<file path="src/line_near_plane_clip_defines.svh">
// assertion helpers
`ifndef LINE_NEAR_PLANE_CLIP_DEFINES_SVH
`define LINE_NEAR_PLANE_CLIP_DEFINES_SVH

`define LNPC_ASSERT_IMP(label, clk, rst, a, c) \
  label: assert property (@(posedge clk) disable iff (rst) (a) |-> (c)) \
    else $error("lnpc check failed");

`define LNPC_ASSERT_NEXT(label, clk, rst, a, c) \
  label: assert property (@(posedge clk) disable iff (rst) (a) |=> (c)) \
    else $error("lnpc check failed");

`endif

</file>
<file path="src/lnpc_pkg.sv">
package lnpc_pkg;

  localparam int FRAC_BITS = 16;
  localparam int WORD_W = 32;
  // t needs FRAC_BITS+1 bits, range [0, 2^FRAC_BITS]
  localparam int T_W = FRAC_BITS + 1;
  localparam int DIST_W = WORD_W + 2;
  localparam int REM_W = DIST_W + 1;
  localparam int NUM_CELLS = T_W;
  localparam logic [WORD_W-2:0] NEAR_RESET = 31'd6554;

  typedef logic signed [WORD_W-1:0] word_t;

  typedef struct packed {
    word_t x;
    word_t y;
    word_t z;
    word_t w;
  } point_t;

  typedef struct packed {
    logic valid;
    logic vis;
    logic clip;
    point_t s;
    point_t e;
    logic [REM_W-1:0] rem;
    logic [DIST_W-1:0] den;
    logic [T_W-1:0] t;
  } beat_t;

endpackage

</file>
<file path="src/lnpc_div_cell.sv">
module lnpc_div_cell (
  input  logic            clk,
  input  logic            rst,
  input  lnpc_pkg::beat_t din,
  output lnpc_pkg::beat_t dout
);
  import lnpc_pkg::*;

  beat_t nxt;
  logic [REM_W-1:0] sh;
  logic [REM_W-1:0] diff;

  // one restoring step, one quotient bit per cell
  always_comb begin
    nxt = din;
    sh = din.rem;
    diff = sh - {1'b0, din.den};
    if (!diff[REM_W-1]) begin
      nxt.rem = {diff[REM_W-2:0], 1'b0};
      nxt.t = {din.t[T_W-2:0], 1'b1};
    end else begin
      nxt.rem = {sh[REM_W-2:0], 1'b0};
      nxt.t = {din.t[T_W-2:0], 1'b0};
    end
  end

  always_ff @(posedge clk) begin
    if (rst) begin
      dout.valid <= 1'b0;
    end else begin
      dout.valid <= din.valid;
    end
    dout.vis <= nxt.vis;
    dout.clip <= nxt.clip;
    dout.s <= nxt.s;
    dout.e <= nxt.e;
    dout.rem <= nxt.rem;
    dout.den <= nxt.den;
    dout.t <= nxt.t;
  end
endmodule

</file>
<file path="config.mk">
export PLATFORM = sky130hd
export DESIGN_NAME = lnpc_div_cell
export DESIGN_NICKNAME = d
export VERILOG_FILES = /design/src/line_near_plane_clip_defines.svh /design/src/lnpc_pkg.sv /design/src/lnpc_div_cell.sv
export SDC_FILE = /design/constraint.sdc
export NUM_CORES = 1
export LEC_CHECK = 0
export ABC_AREA = 1
export BUFFER_PORTS_ARGS = -buffer_cell sky130_fd_sc_hd__buf_2
export CORE_AREA = 2 2 268 270
export CTS_BUF_LIST = sky130_fd_sc_hd__clkbuf_16
export CTS_CLUSTER_DIAMETER = 80
export DETAILED_ROUTE_END_ITERATION = 8
export DIE_AREA = 0 0 270 272
export HOLD_SLACK_MARGIN = 0.02
export PLACE_DENSITY_LB_ADDON = 0.08
export SLEW_MARGIN = 20
export SYNTH_ARGS = -nofsm -noshare
export SYNTH_HDL_FRONTEND = slang
export SYNTH_SLANG_ARGS = --single-unit
</file>
<file path="constraint.sdc">
create_clock -name clk -period 4.11 [get_ports clk]
set_input_delay 0.822 -clock clk [delete_from_list [all_inputs] [get_ports clk]]
set_output_delay 0.822 -clock clk [all_outputs]
set_load 0.005 [all_outputs]
</file>
# Yosys cells after proc, flatten, opt, wreduce, memory -nomap -nowiden
# Cells that the tools add are included.
dict set report totals {
  wordCells 17
  out_inout_bits 345
  in_bits 347
  register_bits 345
  memories 0
  ramBits 0
  romBits 0
  latchBits 0
}
dict set report op_classes {
  n_mul 0
  magnitude_cmp 0
  n_mux 2
  shift 0
  div 0
  eq_ne 0
  n_reduce_logical 0
  n_bitwise 0
  add_sub_neg 1
}
# operator count
set ops {}
lappend ops {{$mux W35} 1}
lappend ops {{$sub A35 B34 Y35} 1}
lappend ops {{$mux W1} 1}

# Logic depth before layout (Yosys ltp)
# Gate-level depths: netlist (run 1).
dict set report depth {
  word_depth 2
  ltp_mapped 17
  ltp_nobuf 16
}

# Worst setup path before layout (run 1)
# Ideal clock, no wire load.
dict set report synth_timing {
  path_kind {input-to-reg}
  startpoint {input din[51] (netlist bit)}
  endpoint {register dout[65] (netlist bit)}
  t_required_ps 3998
  path_buffers 1
  setup_slack_ps 1669
  setup_ps 112
  cell_stages 14
  arrival_ps 2329
  cell_sequence {inv_1 ha_1 fa_1 inv_1 nand3_1 nand3_2 nand2_2 nand2_2 nand2_2 nand3_1 nand2_4 buf_6 nand2_1 nand2_1}
}
# item line
set synth_lines {}
lappend synth_lines {{from (decl)} lnpc_div_cell.sv:4} ;# input lnpc_pkg::beat_t din,
lappend synth_lines {{to (decl)} lnpc_div_cell.sv:5} ;# output lnpc_pkg::beat_t dout

==> metrics.cfg, run 1 <==
[detailed_routing]
dr.pass1.iters = 4
vias_per_cell = 3.37
drtIter0Drc = 355
ant_nets = 0
dr_total_vias = 9143
drt_wl_total_mm = 56.4
post-route-drc-count = 0
routedWlPerCell_um = 20.8

[cts]
cts-htree-levels = 2
post-cts-setup-buffer-count = 0
cts_hold_buf = 0
cts_buffers = 43
cts_resized = 0
cts_tree = yes
clk_pin_slew_worst_paths_ns = 0.06
clk_path_buf_depth = 3
cts_sinks = 344
cts_root_buf = clkbuf_16

[sta]
finalHoldViolCount = 0
postLayoutSetupSlackWorst_ns = 1.58
max_slew_margin = 0.589
maxSlewViolCount = 0
fin_crit_ns = 2.53
worstMarginPinSlew_ns = 0.610
finalCritPeriodShare = 0.616
fmax_mhz = 395
setup_viol = 0
rsz0062_at_grt = false
finalSetupTns_ns = 0

[layout]
top_regs = dout: 344 flops
nets = 2099
fillerInstances = 7994
syn2layout_area_growth_pct = 60.2
drive_gt1_frac = 0.440
final_cell_mix = 689 x buf_2, 344 x dfxtp_1, 285 x nand2_1
layout_commonest_cell = buf_2
top_register = dout
largest_reg_flops = 344
final_util = 0.226

[floorplanning]
die_h_um = 272
die_x_um = 270
row_count = 98
core_mm2 = 0.0708
dieArea_mm2 = 0.0734
io_pins = 692
start_util = 0.141

[placement]
gp_congestion = 0.837
pre_cts_slack_ns = 0.953
port-buffer-count = 689
place_hpwl_mm = 48.6

[pwr]
p_leak_nw = 8.38
power.density_mw_per_mm2 = 529
vdd_drop_max_v = 0.000287

[logic_synthesis]
ys_seq_area_frac = 0.690
synth_warnings = 0
ys.flop_type = dfxtp_1
synth_nets = 1372
synth_top_cells_by_area = dfxtp_1 69%, nand2_1 11%, inv_1 4.7%
synth.largest_area_cell = dfxtp_1
synth_cell_types = 29
yosysTopAreaCellShare = 0.690
synth_edf_count = 0
syn_area_mm2 = 0.00998
synthArstFlopShare = 0
netlist_instances = 990
ys_ff_latch = 344
avgSynthCellArea_um2 = 10.1

[job]
drv_cap = 0

[setup_path]
crit_required_ns = 4.59
path_common_cell = nand2_2
critPathMaxFanout = 35
path_cells = buf_2, ha_1, fa_1, inv_1, nand3_1, nand3_2, nand2_2, nand2_2, nand2_2, nand2_2, nand2_2, nand2_4, nand2_1, nand2_1
worstSetupEndpointType = flop
path_class = input port to flop
cp_slowest_cell = fa_1
cp_num_buf_inv = 2
start_kind = input port
crit_family = simple AND/OR/NAND/NOR gates
slowest_delay_ns = 0.46
worst_ep_arrival_time_ns = 3.01

[grt]
grt-ovfl-total = 0
grt_antenna_before_repair = 45
grt_max_degree = 36
grt_pass1_vias = 9552
grt_pass1_wl_mm = 75.5
grt_use_total = 0.148

[hold_path]
min_path_type = input port to flop

[run_status]
status = finished clean

[cells by family after synthesis]
logic type               Yosys count  synth area share
XOR/XNOR                          19            0.0167
other                              1          0.000376
AO/OA/AOI/OAI                     54            0.0293
flip-flops                       344             0.690
adder cells (fa/ha/maj)           35            0.0446
AND/OR/NAND/NOR                  404             0.164
buffers and inverters            133            0.0549
[Yosys cell counts (all sizes together), types with 2 or more instances]
cell type / number
a21oi: 33
buf: 7
dfxtp: 344
ha: 34
inv: 126
nand2: 296
nand3: 30
nand4: 3
nor2: 66
nor3: 5
o21ai: 15
o21bai: 5
xnor2: 2
xor2: 17
[routing by layer]
metal | share of wire | GRT usage | vias to the layer above
met2 | 0.51 | 0.272 | 395
met5 | 0.0045 | 0 | -
met4 | 0.037 | 0.0506 | 40
met1 | 0.34 | 0.141 | 4092
li1 | - | - | 4488
met3 | 0.11 | 0.0768 | 128
[cell type report]
cell class / instances / area, µm² / share of cell area
flip-flops and latches: 344 / 6890 / 0.431
repair buffers: 689 / 3450 / 0.216
multi-input cells: 513 / 2540 / 0.159
well taps: 950 / 1190 / 0.0743
clock buffers: 43 / 1080 / 0.0673
inverters: 126 / 473 / 0.0296
clock inverters: 36 / 345 / 0.0216
diodes: 11 / 27.5 / 0.00172
[metrics by stage]
step	instances	hold slack [ns]	total power [W]	cell area (µm²)
floorplan	990	0.850	0.00411	9980
global placement	2622	0.924	0.00475	14500
detailed placement	2622	0.926	0.00474	14500
CTS	2701	0.295	0.00868	16000
global route	2701	0.311	0.00890	16000
finish	2712	0.351	0.00846	16000
[final timing paths]
kind	from	to	slack [ns]	cells after the start
max	din[17]	dout[74]	1.58	14
min	din[10]	dout[11]	0.35	1
[report_power, final]
| group | switching, W | total [W] | leakage [nW] | internal [W] |
|---|---|---|---|---|
| clock network | 0.00155 | 0.00383 | 0.711 | 0.00229 |
| registers | 0.0000612 | 0.00363 | 2.90 | 0.00357 |
| logic | 0.000584 | 0.00100 | 4.77 | 0.000416 |
Note: power is estimated with default switching activity, not from simulation.
==> inputs of run 2 (changes only) <==
--- a/config.mk
+++ b/config.mk
@@ -5,13 +5,13 @@
 export SDC_FILE = /design/constraint.sdc
 export NUM_CORES = 1
 export LEC_CHECK = 0
-export ABC_AREA = 1
+export ABC_AREA = 0
 export BUFFER_PORTS_ARGS = -buffer_cell sky130_fd_sc_hd__buf_2
-export CORE_AREA = 2 2 268 270
+export CORE_AREA = 2 2 271 273
 export CTS_BUF_LIST = sky130_fd_sc_hd__clkbuf_16
 export CTS_CLUSTER_DIAMETER = 80
 export DETAILED_ROUTE_END_ITERATION = 8
-export DIE_AREA = 0 0 270 272
+export DIE_AREA = 0 0 273 275
 export HOLD_SLACK_MARGIN = 0.02
 export PLACE_DENSITY_LB_ADDON = 0.08
 export SLEW_MARGIN = 20
==> constraint.sdc (replaced) <==
create_clock -name clk -period 2.65 [get_ports clk]
set_input_delay 0.53 -clock clk [delete_from_list [all_inputs] [get_ports clk]]
set_output_delay 0.53 -clock clk [all_outputs]
set_load 0.005 [all_outputs]
==> run 2 against run 1 <==
Compared with the run above: the run now ends with negative setup slack left; worst setup slack worse by 1.6 ns; worst hold slack worse by 0.28 ns; synthesized cell count is 31% lower; critical path depth stayed put; clock power is 56% higher; first-iteration DRC count is 54% lower; count of clock-buffer cells in the layout is 3 higher; non-clock buffer count is 396 higher; largest power group unchanged; highest routed layer unchanged.
==> metrics.cfg, run 2 <==
[run_status]
status = complete, but fails checks
failed_checks = negative setup slack

[placement]
dp_cells = 2426
gp_congestion = 0.776
port-buffer-count = 689
place_hpwl_mm = 40.3
post_dp_cell_area_mm2 = 0.0145

[grt]
grt_pass1_wl_mm = 65.5
grt_use_total = 0.121
grt-ovfl-total = 0
grt_pass1_vias = 9601
grt_max_degree = 35
grt_antenna_before_repair = 18

[layout]
fin_cells = 2806
syn2layout_area_growth_pct = 110
top_register = dout
largest_reg_flops = 344
nets = 2186
layout_commonest_cell = buf_2
top_regs = dout: 344 flops
drive_gt1_frac = 0.488
final_cell_mix = 687 x buf_2, 344 x dfxtp_1, 282 x dlygate4sd3_1
final_cell_area_mm2 = 0.0190

[sta]
maxSlewViolCount = 0
postLayoutSetupSlackWorst_ns = -0.0553
fmax_mhz = 370
fin_crit_ns = 2.71
finalCritPeriodShare = 1.02
setup_viol = 6
finalHoldViolCount = 0
rsz0062_at_grt = true

[logic_synthesis]
yosysTopAreaCellShare = 0.760
synth_cell_types = 48
synth.largest_area_cell = dfxtp_1
synth_top_cells_by_area = dfxtp_1 76%, ha_1 4.7%, o21ai_0 2.3%
syn_area_mm2 = 0.00906
synth_warnings = 0
synthTopCellsByCount = 344 x dfxtp_1, 46 x nand2_1, 44 x inv_1
ys_seq_area_frac = 0.760
netlist_instances = 681
avgSynthCellArea_um2 = 13.3
synth_nets = 1063
ys_ff_latch = 344
synth_most_common_cell = dfxtp_1
synth_edf_count = 0
synthArstFlopShare = 0
ys.flop_type = dfxtp_1

[floorplanning]
row_count = 99
die_h_um = 275
die_x_um = 273
start_util = 0.125
core_mm2 = 0.0723
dieArea_mm2 = 0.0751
io_pins = 692

[pwr]
power.density_mw_per_mm2 = 720
power.total_w = 0.0137
pwr-share-clk = 0.436
power.share.switching = 0.261
seq_power_share = 0.413
p_switching_w = 0.00356
p_int_w = 0.0101
p_leak_nw = 9.26
vdd_drop_max_v = 0.000456
combPwrFrac = 0.151

[cts]
cts_sinks = 344
cts-htree-levels = 2
cts_buffers = 46
cts_root_buf = clkbuf_16
cts_tree = yes
clk_pin_slew_worst_paths_ns = 0.05
clk_path_buf_depth = 3

[setup_path]
crit_required_ns = 3.10
worstSetupEndpointType = flop
worst_ep_arrival_time_ns = 3.16
start_kind = input port
critPathMaxFanout = 4
path_class = input port to flop

[detailed_routing]
ant_nets = 0
dr.pass1.iters = 4
routedWlPerCell_um = 17.4
vias_per_cell = 3.26
drtIter0Drc = 163
post-route-drc-count = 0
drt_wl_total_mm = 48.9
dr_total_vias = 9150

[hold_path]
min_path_type = input port to flop
hold_depth = 1

[job]
drv_cap = 0

==> run 2: stage by stage <==
step / setup TNS, ns / utilization / hold WS [ns] / worst slack [ns]
floorplan: -17.27 / - / 0.558 / -0.607
global placement: -30.70 / 0.201 / 0.633 / -0.960
detailed placement: -32.42 / 0.201 / 0.634 / -1.02
CTS: -0.0702 / 0.261 / 0.0210 / -0.0637
global route: -2.26 / 0.262 / 0.0360 / -0.140
finish: -0.0847 / 0.263 / 0.0706 / -0.0553
==> run 2: timing repair <==
item	4_1_cts	5_1_grt
setup buffers	3	3
resized for setup	14	12
hold buffers	282	0
pin swaps	9	7
gates cloned	0	1
hold endpoints to repair	282	0
setup endpoints to repair	34	34
==> run 2: routing by layer <==
metal	part of all wire	global-route usage	vias up
li1	-	-	4514
met1	0.34	0.120	4124
met2	0.53	0.228	384
met3	0.088	0.0468	106
met4	0.036	0.0472	22
met5	0.0032	0	-
==> run 2: cell type report <==
class                   instances  area (µm²)
diodes                          6        15.0
well taps                     959        1200
inverters                      44         178
clock buffers                  46        1150
flip-flops and latches        344        6890
fillers                      7834       53300
repair buffers               1085        7190
multi-input cells             283        2060
clock inverters                39         309
==> run 2: power groups by stage <==
stage / combinational (W) / sequential, W / clock [W]
final: 0.00207 / 0.00565 / 0.00596
after global routing: 0.00228 / 0.00568 / 0.00645
after CTS: 0.00210 / 0.00565 / 0.00624
after detailed placement: 0.00170 / 0.00576 / 0
after global placement: 0.00171 / 0.00577 / 0
after floorplan: 0.000496 / 0.00581 / 0
==> run 2: worst max-delay path, cell delays in order <==
cell      delay, ns
buf_12         0.09
inv_12         0.03
ha_4           0.15
fa_2           0.36
nand2b_4       0.16
a21oi_4        0.14
o21ai_2        0.07
o31a_2         0.32
o31a_4         0.30
o21ai_4        0.16
a221oi_4       0.10
xor2_4         0.19
mux2_4         0.32
a211o_1        0.23
==> run 2: cells by family (layout without fill, tap and decap cells) <==
group	after synthesis	count (layout)	synth area share
compound gates	125	125	0.0883
fa+ha+maj	35	35	0.0492
buf+inv	54	1214	0.0246
xor+xnor	32	32	0.0318
other cells	1	7	0.000414
simple gates	88	88	0.0430
flops	344	344	0.760
mux	2	2	0.00249
==> run 2: final timing paths <==
kind / start / to / slack (ns)
worst max-delay path: din[51] / dout[85] / -0.06
worst min-delay path: din[199] / dout[199] / 0.07
==> inputs of run 3 (changes only) <==
--- a/config.mk
+++ b/config.mk
@@ -7,11 +7,11 @@
 export LEC_CHECK = 0
 export ABC_AREA = 0
 export BUFFER_PORTS_ARGS = -buffer_cell sky130_fd_sc_hd__buf_2
-export CORE_AREA = 2 2 271 273
+export CORE_AREA = 2 2 266 268
 export CTS_BUF_LIST = sky130_fd_sc_hd__clkbuf_16
 export CTS_CLUSTER_DIAMETER = 80
 export DETAILED_ROUTE_END_ITERATION = 8
-export DIE_AREA = 0 0 273 275
+export DIE_AREA = 0 0 268 270
 export HOLD_SLACK_MARGIN = 0.02
 export PLACE_DENSITY_LB_ADDON = 0.08
 export SLEW_MARGIN = 20
==> constraint.sdc (replaced) <==
create_clock -name clk -period 2.3 [get_ports clk]
set_input_delay 0.46 -clock clk [delete_from_list [all_inputs] [get_ports clk]]
set_output_delay 0.46 -clock clk [all_outputs]
set_load 0.005 [all_outputs]
==> run 3 against run 2 <==
Compared with the run above: the run still ends with negative setup slack left; worst setup slack worse by 0.26 ns; sequential share of layout area down 0.68 points; non-clock buffer count increased by 27; clock power is 16% higher; die area is 3.6% lower; first-iteration DRC count fell by 1.2%; via count grew 1.6%; combinational power rose by 19%; power grew 16%; count of clock-buffer cells in the layout rose by 2; sequential power grew 15%.
==> metrics.cfg, run 3 (synthesis results as in run 2) <==
[layout]
largest_reg_flops = 344
top_regs = dout: 344 flops
nets = 2214
register_area_mm2 = 0.00689
top_register = dout
syn2layout_area_growth_pct = 114
layout_commonest_cell = buf_2
final_cell_mix = 686 x buf_2, 344 x dfxtp_1, 306 x dlygate4sd3_1
fillerInstances = 7454
fin_cells = 2817
drive_gt1_frac = 0.486
multi_input_area_mm2 = 0.00213

[pwr]
combPwrFrac = 0.156
p_switching_w = 0.00408
power.total_w = 0.0159
p_int_w = 0.0118
power.density_mw_per_mm2 = 821
vdd_drop_max_v = 0.000472
power.share.switching = 0.257
pwr-share-clk = 0.435
p_leak_nw = 9.42
seq_power_share = 0.409

[detailed_routing]
dr.pass1.iters = 4
drt_wl_total_mm = 48.3
routedWlPerCell_um = 17.1
vias_per_cell = 3.30
drtIter0Drc = 161
dr_total_vias = 9296
post-route-drc-count = 0
ant_nets = 0

[grt]
grt_max_degree = 31
grt_use_total = 0.127
grt_antenna_before_repair = 17
grt_pass1_vias = 9903
grt-ovfl-total = 0
grt_pass1_wl_mm = 66.3

[run_status]
status = complete, but fails checks
failed_checks = negative setup slack

[cts]
cts_tree = yes
cts-htree-levels = 2
cts_buffers = 47
cts_sinks = 344
cts_root_buf = clkbuf_16
clk_pin_slew_worst_paths_ns = 0.05
clk_path_buf_depth = 3

[placement]
dp_cells = 2406
pre_cts_slack_ns = -1.24
place_hpwl_mm = 39.2
gp_congestion = 0.795
port-buffer-count = 689

[floorplanning]
die_h_um = 270
row_count = 97
core_mm2 = 0.0695
dieArea_mm2 = 0.0724
start_util = 0.130
die_x_um = 268
io_pins = 692

[sta]
rsz0062_at_grt = true
finalCritPeriodShare = 1.14
fin_crit_ns = 2.62
max_slew_margin = 0.642
postLayoutSetupSlackWorst_ns = -0.318
worstMarginPinSlew_ns = 0.532
maxSlewViolCount = 0
fmax_mhz = 382
setup_viol = 35
finalHoldViolCount = 0

[setup_path]
worst_ep_arrival_time_ns = 3.09
start_kind = input port
critPathMaxFanout = 4
crit_required_ns = 2.77
path_class = input port to flop
worstSetupEndpointType = flop

[job]
drv_cap = 0

[hold_path]
min_path_type = input port to flop

[run 3: cell count changes in the layout (fill, tap and decap cells not counted), moves of 2 or more]
cell,delta
buf_6,+3
clkbuf_16,+3
clkinv_1,+5
dlygate4sd3_1,+24
inv_6,-3
inv_8,-2
nand2_1,-4
nand2_4,+4
o21ai_0,-3
o21ai_2,+4
[run 3: critical path: stages]
cell	delay, ns
buf_12	0.09
inv_12	0.03
ha_4	0.15
fa_2	0.34
nand2b_4	0.16
a21oi_4	0.14
o21ai_2	0.07
o31a_2	0.33
o31a_4	0.30
o21ai_4	0.16
a221oi_4	0.10
xor2_4	0.20
mux2_4	0.32
a211o_1	0.23
[run 3: power groups by stage]
stage | registers (W) | logic [W] | clock network, W
final | 0.00650 | 0.00247 | 0.00691
after global routing | 0.00654 | 0.00272 | 0.00748
after CTS | 0.00651 | 0.00245 | 0.00725
after detailed placement | 0.00663 | 0.00194 | 0
after global placement | 0.00664 | 0.00196 | 0
after floorplan | 0.00670 | 0.000572 | 0
[run 3: per-stage QoR]
step	TNS [ns]	instance area (µm²)	hold WS, ns	util
final	-7.49	19400	0.0940	0.278
after global routing	-10.77	19400	0.0765	0.278
after CTS	-6.89	19200	0.0437	0.276
after detailed placement	-39.92	14500	0.564	0.208
after global placement	-38.23	14500	0.563	0.208
after floorplan	-27.07	9100	0.488	-
[run 3: metal layers]
layer  global-route usage  wire (µm)
met1                0.124      16700
met2                0.238      25100
met3               0.0395       3760
met4               0.0666       2570
met5                    0         96
[run 3: path summary, 6_finish.rpt]
kind                     to     start  cells after the start  slack, ns
hold / removal    dout[344]  din[344]                      2       0.09
setup / recovery   dout[85]   din[51]                     14      -0.32
[run 3: what timing repair did]
action                                  4_1_cts  5_1_grt
hold buffers                                306        0
endpoints found under the setup margin       35       35
pin swaps                                    16       10
buffers inserted                              5        5
hold endpoints to repair                    306        0
gates resized for setup                      19       29
gates cloned                                  0        3
[run 3: cell type report]
cell class / count / area share
Clock buffer: 48 / 0.0621
Tap cell: 940 / 0.0608
Antenna cell: 7 / 0.000905
Sequential cell: 344 / 0.356
Inverter: 44 / 0.00931
Timing Repair Buffer: 1112 / 0.387
Clock inverter: 39 / 0.0143
Multi-Input combinational cell: 283 / 0.110
